`config.mk`:
```
export PLATFORM = sky130hd
export DESIGN_NAME = lru_key_value_cache_top
export DESIGN_NICKNAME = d
export VERILOG_FILES = /design/src/sv/lkv_pkg.sv /design/src/sv/lkv_cell.sv /design/src/sv/lru_key_value_cache_top.sv
export SDC_FILE = /design/constraint.sdc
export NUM_CORES = 2
export LEC_CHECK = 0
export BUFFER_PORTS_ARGS = -buffer_cell sky130_fd_sc_hd__buf_4
export CAP_MARGIN = 0
export CORE_ASPECT_RATIO = 1.5
export CORE_MARGIN = 3
export CORE_UTILIZATION = 30
export CTS_CLUSTER_DIAMETER = 150
export CTS_CLUSTER_SIZE = 28
export DETAILED_ROUTE_END_ITERATION = 10
export SETUP_SLACK_MARGIN = 0.4
export SLEW_MARGIN = 20
export SYNTH_ARGS = -nofsm -noshare
export SYNTH_HDL_FRONTEND = slang
export SYNTH_SLANG_ARGS = --single-unit
```
`constraint.sdc`:
```
create_clock -name clk -period 8 [get_ports clk]
set_input_delay 0.8 -clock clk [delete_from_list [all_inputs] [get_ports clk]]
set_output_delay 0.8 -clock clk [all_outputs]
set_load 0.03 [all_outputs]
```
`src/sv/lkv_pkg.sv`:
```
// Package for the LRU key-value cache: payload types, cell control and constants.
`default_nettype none
package lkv_pkg;

  localparam int KEY_W       = 32;
  localparam int VAL_W       = 32;
  localparam int CFG_W       = 5;
  localparam int ENTRIES_DEF = 16;

  localparam logic [CFG_W-1:0] CAP_RESET  = 5'd16;
  localparam logic [VAL_W-1:0] MISS_VALUE = {VAL_W{1'b1}};

  // Command codes
  localparam logic CMD_GET = 1'b0;
  localparam logic CMD_PUT = 1'b1;

  typedef struct packed {
    logic                    cmd;
    logic signed [KEY_W-1:0] lookup_key;
    logic signed [VAL_W-1:0] store_value;
  } lkv_in_t;

  typedef struct packed {
    logic                    found;
    logic signed [VAL_W-1:0] read_value;
  } lkv_out_t;

  // Per-cell update control
  typedef struct packed {
    logic shift;      // take key/value from the neighbor toward the front
    logic upd_valid;  // rewrite the valid bit
    logic valid_nxt;  // new valid bit when upd_valid is set
  } lkv_ctl_t;

endpackage
`default_nettype wire

```
`src/sv/lkv_cell.sv`:
```
// One slot of the recency-ordered chain: holds a key, a value and a valid bit.
`default_nettype none
module lkv_cell
  import lkv_pkg::*;
(
  input  wire logic             clk,
  input  wire logic             rst_n,
  input  wire lkv_ctl_t         ctl,
  input  wire logic [KEY_W-1:0] prev_key,
  input  wire logic [VAL_W-1:0] prev_value,
  input  wire logic [KEY_W-1:0] cmp_key,
  output logic      [KEY_W-1:0] key,
  output logic      [VAL_W-1:0] value,
  output logic                  valid,
  output logic                  hit,
  output logic      [VAL_W-1:0] sel_value
);

  logic [KEY_W-1:0] key_r;
  logic [VAL_W-1:0] value_r;
  logic             valid_r;

  // Valid bit: control state, cleared by reset
  always_ff @(posedge clk) begin
    if (!rst_n) begin
      valid_r <= 1'b0;
    end else if (ctl.upd_valid) begin
      valid_r <= ctl.valid_nxt;
    end
  end

  // Payload moves one place toward the old end on a shift
  always_ff @(posedge clk) begin
    if (ctl.shift) begin
      key_r   <= prev_key;
      value_r <= prev_value;
    end
  end

  // Match and gated value for the OR tree
  assign hit       = valid_r && (key_r == cmp_key);
  assign sel_value = hit ? value_r : '0;
  assign key       = key_r;
  assign value     = value_r;
  assign valid     = valid_r;

endmodule
`default_nettype wire

```
`src/sv/lru_key_value_cache_top.sv`:
```
// Top level of the LRU key-value cache: request register, chain of cells, result register.
//
//  channel | ports                         | moves
//  --------+-------------------------------+------------------------------------
//  in      | in_valid in_ready in_data     | request: cmd, lookup_key, store_value
//  out     | out_valid out_ready out_data  | result of a get: found, read_value
//  cfg     | cfg_wr_en cfg_wr_data         | capacity_in_use write, no wait
//
// A request is registered on acceptance and executed from the request register: all cells
// compare the key in parallel and the chain shifts one place in that same cycle.
// A get's result is registered in the output register on execution; one request per
// cycle is sustained unless a get stalls: a get waits in the request register while
// the output register holds an untaken result. Reset empties the store at once.
`default_nettype none
module lru_key_value_cache_top
  import lkv_pkg::*;
#(
  parameter int ENTRIES = ENTRIES_DEF
) (
  input  wire logic             clk,
  input  wire logic             rst_n,
  input  wire logic             in_valid,
  output logic                  in_ready,
  input  wire lkv_in_t          in_data,
  output logic                  out_valid,
  input  wire logic             out_ready,
  output lkv_out_t              out_data,
  input  wire logic             cfg_wr_en,
  input  wire logic [CFG_W-1:0] cfg_wr_data
);

  localparam int OCC_W = $clog2(ENTRIES + 1);
  localparam int CW    = (OCC_W > CFG_W) ? OCC_W : CFG_W;

  logic [CFG_W-1:0] cap_r;
  logic [OCC_W-1:0] occ_r, occ_nxt;
  lkv_in_t          req_r;
  logic             req_vld_r;
  lkv_out_t         out_data_r;
  logic             out_vld_r;

  logic                   exec;
  logic                   is_put;
  logic [ENTRIES-1:0]     hit_vec;
  logic [ENTRIES-1:0]     valid_vec;
  logic [ENTRIES-1:0]     hit_suffix;
  logic                   any_hit;
  logic [VAL_W-1:0]       hit_value;
  logic [VAL_W-1:0]       front_value;
  logic [OCC_W-1:0]       eff_cap;
  logic [OCC_W-1:0]       ins_pos;
  logic [CW-1:0]          cap_ext;

  lkv_ctl_t         ctl      [ENTRIES];
  logic [KEY_W-1:0] cell_key [ENTRIES];
  logic [VAL_W-1:0] cell_val [ENTRIES];
  logic [KEY_W-1:0] prev_key [ENTRIES];
  logic [VAL_W-1:0] prev_val [ENTRIES];
  logic [VAL_W-1:0] sel_val  [ENTRIES];

  // Handshake and execute decision
  assign is_put   = (req_r.cmd == CMD_PUT);
  assign exec     = req_vld_r && (is_put || !out_vld_r || out_ready);
  assign in_ready = !req_vld_r || exec;

  // Request register
  always_ff @(posedge clk) begin
    if (!rst_n) begin
      req_vld_r <= 1'b0;
    end else if (in_valid && in_ready) begin
      req_vld_r <= 1'b1;
    end else if (exec) begin
      req_vld_r <= 1'b0;
    end
  end

  always_ff @(posedge clk) begin
    if (in_valid && in_ready) begin
      req_r <= in_data;
    end
  end

  // Capacity register
  always_ff @(posedge clk) begin
    if (!rst_n) begin
      cap_r <= CAP_RESET;
    end else if (cfg_wr_en) begin
      cap_r <= cfg_wr_data;
    end
  end

  // Effective capacity: zero reads as one, saturate at ENTRIES
  assign cap_ext = CW'(cap_r);
  always_comb begin
    if (cap_r == '0) begin
      eff_cap = OCC_W'(1);
    end else if (cap_ext > CW'(ENTRIES)) begin
      eff_cap = OCC_W'(ENTRIES);
    end else begin
      eff_cap = OCC_W'(cap_ext);
    end
  end

  // Insert slot on a put miss; older entries past it drop out
  assign ins_pos = (occ_r >= eff_cap) ? (eff_cap - OCC_W'(1)) : occ_r;

  // Hit summary and value select
  always_comb begin
    hit_value = '0;
    for (int i = 0; i < ENTRIES; i++) begin
      hit_value  = hit_value | sel_val[i];
      hit_suffix[i] = |(hit_vec >> i);
    end
  end
  assign any_hit     = |hit_vec;
  assign front_value = is_put ? VAL_W'(req_r.store_value) : hit_value;

  // Per-cell control
  always_comb begin
    for (int i = 0; i < ENTRIES; i++) begin
      ctl[i].shift     = exec && (any_hit ? hit_suffix[i]
                                          : (is_put && (OCC_W'(i) <= ins_pos)));
      ctl[i].upd_valid = exec && is_put && !any_hit;
      ctl[i].valid_nxt = (OCC_W'(i) <= ins_pos);
    end
  end

  // Occupancy
  always_comb begin
    occ_nxt = occ_r;
    if (exec && is_put && !any_hit) begin
      occ_nxt = ins_pos + OCC_W'(1);
    end
  end

  always_ff @(posedge clk) begin
    if (!rst_n) begin
      occ_r <= '0;
    end else begin
      occ_r <= occ_nxt;
    end
  end

  // Chain of cells, slot 0 most recent
  for (genvar g = 0; g < ENTRIES; g++) begin : g_cell
    if (g == 0) begin : g_front
      assign prev_key[g] = KEY_W'(req_r.lookup_key);
      assign prev_val[g] = front_value;
    end else begin : g_link
      assign prev_key[g] = cell_key[g-1];
      assign prev_val[g] = cell_val[g-1];
    end

    lkv_cell u_cell (
      .clk        (clk),
      .rst_n      (rst_n),
      .ctl        (ctl[g]),
      .prev_key   (prev_key[g]),
      .prev_value (prev_val[g]),
      .cmp_key    (KEY_W'(req_r.lookup_key)),
      .key        (cell_key[g]),
      .value      (cell_val[g]),
      .valid      (valid_vec[g]),
      .hit        (hit_vec[g]),
      .sel_value  (sel_val[g])
    );
  end

  // Result register
  always_ff @(posedge clk) begin
    if (!rst_n) begin
      out_vld_r <= 1'b0;
    end else if (exec && !is_put) begin
      out_vld_r <= 1'b1;
    end else if (out_ready) begin
      out_vld_r <= 1'b0;
    end
  end

  always_ff @(posedge clk) begin
    if (exec && !is_put) begin
      out_data_r.found      <= any_hit;
      out_data_r.read_value <= any_hit ? hit_value : MISS_VALUE;
    end
  end

  assign out_valid = out_vld_r;
  assign out_data  = out_data_r;

`ifndef ASSERT_OFF
  // Keys are unique in the store
  a_one_hit: assert property (@(posedge clk) disable iff (!rst_n)
    $onehot0(hit_vec))
    else $error("more than one cell matched the key");

  // Number of valid cells equals occupancy, and occupancy stays within ENTRIES
  a_occ_count: assert property (@(posedge clk) disable iff (!rst_n)
    ($countones(valid_vec) == 32'(occ_r)) && (32'(occ_r) <= ENTRIES))
    else $error("valid cells disagree with occupancy");

  // An executed get always yields a result next cycle
  a_get_result: assert property (@(posedge clk) disable iff (!rst_n)
    exec && !is_put |=> out_valid)
    else $error("get executed without a result");

  // Occupancy only changes on a put miss
  a_occ_stable: assert property (@(posedge clk) disable iff (!rst_n)
    !(exec && is_put && !any_hit) |=> $stable(occ_r))
    else $error("occupancy changed without an insert");
`endif

endmodule
`default_nettype wire

```
=== Word-level counts from Yosys, hierarchy flattened ===
Cells that the tools add are included.

* Input bits: 75
* Register bits after elaboration: 1150
* Word-level logic and storage cells: 226
* Output and inout port bits: 35

* $add $sub $neg: 2
* Multiplexer cells: 40
* Bitwise logic cells: 15
* Equality and inequality tests: 16
* Reductions and logical operators: 78
* Magnitude comparators: 18

{| class="wikitable"
|+ Operators with widths
! kind !! number
|-
| 32-bit two-way mux || 17
|-
| 32-bit == test || 16
|-
| 32-bit bitwise OR || 15
|-
| 1-bit logical AND || 53
|-
| 4-bit by 5-bit <= comparator with 1-bit output (first input constant) || 8
|-
| 3-bit by 5-bit <= comparator with 1-bit output (first input constant) || 4
|-
| 1-bit two-way mux || 20
|-
| 16-bit OR reduction || 1
|-
| 5-bit two-way mux || 3
|-
| 15-bit OR reduction || 1
|-
| 14-bit OR reduction || 1
|-
| 13-bit OR reduction || 1
|-
| 12-bit OR reduction || 1
|-
| 11-bit OR reduction || 1
|-
| 1-bit by 5-bit <= comparator with 1-bit output (first input constant) || 2
|-
| 2-bit by 5-bit <= comparator with 1-bit output (first input constant) || 2
|-
| 10-bit OR reduction || 1
|-
| 9-bit OR reduction || 1
|-
| 8-bit OR reduction || 1
|-
| 7-bit OR reduction || 1
|-
| 6-bit OR reduction || 1
|-
| 5-bit by 1-bit adder with 5-bit output (second input constant) || 1
|-
| 5-bit >= comparator || 1
|-
| 5-bit greater-than comparator (second input constant) || 1
|-
| other kinds (9) || 15
|}

=== Logic depth before layout (Yosys ltp) ===
* Word-level depth: 19
* Gate-level depth with buffers: 16
* Depth with buffers taken out: 15

=== Hierarchy ===
Synthesis repeated with hierarchy kept, for this count alone.

* Cells, all modules: 3611
* Area total of the unflattened synthesis: 52938.3 um^2

{| class="wikitable"
|+ Modules (own cells, without submodules)
! module !! instances !! cells each !! sequential area each (um^2) !! area an instance (um^2)
|-
| lkv_cell || 16 || 192 || 1941.9 || 2930.3
|-
| lru_key_value_cache_top || 1 || 539 || 3183.1 || 6053.3
|}

=== Worst setup path before layout ===
No wires, ideal clock.

* Path kind: register -> register
* From: reg cap_r[1] (netlist: cap_ext[1])
* To: reg g_cell[10].u_cell.key_r[0], enable pin
* Setup time: 0.582 ns
* Path slack: 0.161 ns
* Data arrival time: 7.257 ns
* Buffers on the path: 1
* Clock period less this slack: 7.839 ns
* Cell stages (with the launch flop): 15
* Cell sequence: dfxtp_1 -> nor3_1 -> nor2_1 -> nor2_1 -> ha_1 -> nand2b_1 -> a31oi_1 -> o21ai_1 -> clkbuf_1 -> o21ai_0 -> ha_1 -> nor2_1 -> o21ai_0 -> nand2_1 -> a211oi_1

{| class="wikitable"
|+ RTL lines
! item !! RTL line !! text
|-
| start: declaration || lru_key_value_cache_top.sv:35 || <nowiki>logic [CFG_W-1:0] cap_r;</nowiki>
|-
| start signal: assignment || lru_key_value_cache_top.sv:88 || <nowiki>cap_r <= cfg_wr_data;</nowiki>
|-
| end signal: assignment || lkv_cell.sv:35 || <nowiki>key_r <= prev_key;</nowiki>
|-
| end: declaration || lkv_cell.sv:19 || <nowiki>logic [KEY_W-1:0] key_r;</nowiki>
|}

==> results.py <==
metrics = {
    "outcome": {
        "outcome": "complete, no violations",
    },
    "hold_path": {
        "min-delay-start": "in_data[30]",
        "min_to": "req_r[30]$_DFFE_PP_",
        "min_path_type": "in2reg",
        "hold_depth": 1,
    },
    "setup_path": {
        "startpoint_type": "register",
        "cp.arrival_ps": 5570,
        "worst_path_most_repeated_cell": "buf_4",
        "cp_max_fo": 56,
        "path_delay_family": "simple AND/OR/NAND/NOR gates",
        "end_kind": "register",
        "cp_slowest_cell": "o22a_4",
        "path_buf_inv": 3,
        "rrSetupSlack_ps": 2810,
        "rr_worst_depth": 11,
        "cp_num_cells": 11,
        "r2r-start": "prev_key[499]$_DFFE_PP_",
        "crit_chain": "buf_4, xor2_1, nor4_1, nand4_1, nor3_4, buf_4, nor3_1, and4bb_4, a21oi_1, o22a_4, buf_4",
        "worstReg2RegEnd": "g_cell[15].u_cell.value[18]$_DFFE_PP_",
        "required_ps": 8380,
        "crit_start": "prev_key[499]$_DFFE_PP_",
        "slowest_delay_ps": 870,
        "critPathKind": "reg2reg",
    },
    "global_route": {
        "grt_max_degree": 65,
        "grt-ovfl-total": 0,
        "grt_first_pass_wirelength_um": 182000,
        "antenna_found_initial": 1,
        "grt_use_total_pct": 16.3,
        "grt_pass1_vias": 25100,
    },
    "timing": {
        "worst_pin_slew_ps": 1140,
        "fin_setup_tns_ps": 0,
        "rsz0062_at_grt": "no",
        "min_period_over_period_pct": 64.8,
        "setup-violations-final": 0,
        "finalCriticalPeriod_ps": 5190,
        "final_max_slew_viol_count": 0,
        "fmax_mhz": 193,
        "fin_ws_ps": 2810,
        "fin_skew_ps": 48.4,
        "hold_viol": 0,
        "relSlewSlack_pct": 24.1,
    },
    "cts": {
        "cts_hold_buffers": 0,
        "clock_sinks": 1150,
        "cts_resized": 0,
        "cts_made_buffers": 47,
        "post-cts-setup-buffer-count": 0,
        "clockBufferDepth": 3,
        "root_buffer": "clkbuf_16",
        "cts_max_level": 2,
        "cts_tree": "done",
        "clk_pin_slew_ps": 110,
        "insertion_delay_ps": 670,
    },
    "drt": {
        "vias": 24100,
        "drt_pass1_iterations": 8,
        "ant_nets": 0,
        "drt_iter0_markers": 2488,
        "wl_per_cell_um": 27.7,
        "avgViaCountPerCell": 5.13,
        "drc_errors": 0,
        "drt_wl_total_um": 130000,
    },
    "place": {
        "place_congestion": 0.856,
        "dp_hpwl_um": 87600,
        "port_buffers": 109,
        "dp.cells": 4628,
        "place_worst_setup_slack_ps": 2860,
    },
    "logic_synthesis": {
        "synthTopCellsByCount": "edfxtp_1, xor2_1, a22oi_1, nand2_1, nor4_1",
        "synth_edf_count": 1122,
        "syn_area_sq_um": 45400,
        "synth.distinct_cells": 60,
        "synth_top_area_cell": "edfxtp_1",
        "syn_avg_cell_area_sq_um": 17.2,
        "ys_top_cells_by_area": "edfxtp_1, xor2_1, a22oi_1",
        "ys_ff_latch": 1150,
        "synth_warnings": 0,
        "yosysSeqAreaShare_pct": 75.4,
        "synthFlopType": "edfxtp_1",
        "synth_nets": 2724,
        "synthCells": 2640,
        "synth-async-reset-ratio_pct": 0,
        "synth_top_area_share_pct": 74.1,
        "yosysMostFrequentCell": "edfxtp_1",
    },
    "floorplanning": {
        "coreArea_sq_um": 150000,
        "die_w_um": 324,
        "ios": 110,
        "initial_core_util_pct": 30.3,
        "die_h_um": 483,
        "num_rows": 174,
        "die_area_sq_um": 156000,
    },
    "cells_and_area": {
        "regArea_sq_um": 34300,
        "final_nets": 2825,
        "areaGrowthSynthToFinish_pct": 10.1,
        "multi_input_area_sq_um": 10300,
        "drive_gt1_share_pct": 10.5,
        "final_cells": 4698,
        "num-fill-cells": 14300,
    },
    "power": {
        "power_density_nw_per_um2": 209,
        "p_leak_uw": 0.0159,
        "peakVddDrop_mv": 0.161,
    },
    "job": {
        "drv_cap": 0,
    },
}
[state kept, by name, summed over array words and instances (netlist names)]
register,count
out_valid,1
g_cell.u_cell.key,512
g_cell.u_cell.value,512
req_vld_r,1
occ_r,5
g_cell.u_cell.valid,16
req_r,32
prev_key,32
out_data,33
is_put,1
cap_ext,5
[through the flow]
step / area [sq um] / util, % / power [uW] / hold slack, ps
2_1_floorplan: 45500 / - / 7350 / 426
3_3_place_gp: 48600 / 32.3 / 7630 / 428
3_5_place_dp: 48700 / 32.4 / 7640 / 434
4_1_cts: 50000 / 33.3 / 10500 / 272
5_1_grt: 50000 / 33.3 / 10700 / 278
6_report: 50000 / 33.3 / 10400 / 301
[layout make-up]
| class | instances | area share (%) |
|---|---|---|
| clock buffers | 66 | 2.49 |
| inverters | 44 | 0.340 |
| multi-input cells | 1310 | 20.6 |
| repair buffers | 188 | 3.15 |
| clock inverters | 3 | 0.118 |
| flip-flops and latches | 1150 | 68.5 |
| well taps | 1936 | 4.84 |
| diodes | 1 | 0.00500 |
[worst register-to-register path, cell delays in order (launching register included)]
cell	delay, ps
edfxtp_1	550
buf_4	270
xor2_1	180
nor4_1	670
nand4_1	270
nor3_4	290
buf_4	600
nor3_1	230
and4bb_4	380
a21oi_1	210
o22a_4	870
buf_4	410
[layout by cell type, fill, tap and decap left out, types with 5 or more instances in the layout]
cell type	n
edfxtp_1	1122
xor2_1	434
buf_4	176
a22oi_1	128
nand2_1	123
nor4_1	101
xnor2_1	79
a22o_1	64
a221oi_1	64
nand4_1	58
mux2i_1	55
clkbuf_16	47
inv_1	42
nor3_1	38
dfxtp_1	28
nor2_1	19
clkbuf_1	19
and4_1	16
o21ai_0	14
a21oi_1	13
nand3_1	11
nor3_4	11
ha_1	9
a21oi_4	7
buf_12	6
nor2b_1	5
a311oi_1	5
[cells by family after synthesis]
| kind of cell | count (synthesis) | synth area share (%) |
|---|---|---|
| DFF | 1150 | 75.4 |
| xor gates and xnor gates | 513 | 9.89 |
| and+or+nand+nor | 404 | 5.03 |
| AOI/OAI and AO/OA | 327 | 5.62 |
| buffers and inverters | 180 | 2.59 |
| muxes | 57 | 1.26 |
| adders and majority gates | 9 | 0.248 |
[worst max path at each step]
| stage | end |
|---|---|
| 2_1_floorplan | g_cell[9].u_cell.key[0]$_DFFE_PP_ |
| 3_3_place_gp | g_cell[15].u_cell.value[8]$_DFFE_PP_ |
| 3_5_place_dp | g_cell[15].u_cell.value[12]$_DFFE_PP_ |
| 4_1_cts | g_cell[15].u_cell.value[8]$_DFFE_PP_ |
| 5_1_grt | g_cell[15].u_cell.value[8]$_DFFE_PP_ |
| 6_report | g_cell[15].u_cell.value[18]$_DFFE_PP_ |
[routing by layer]
layer | GRT usage, % | wire length (um)
met2 | 29.9 | 68500
met1 | 18.2 | 44700
met5 | 0 | 0
met3 | 2.05 | 8180
met4 | 9.46 | 8690
[report_power, final]
part | total, uW | internal (uW) | switching (uW)
clock network | 2950 | 1110 | 1830
registers | 6870 | 6750 | 116
logic | 631 | 192 | 439
No activity file was read; power rests on OpenSTA's default activity.
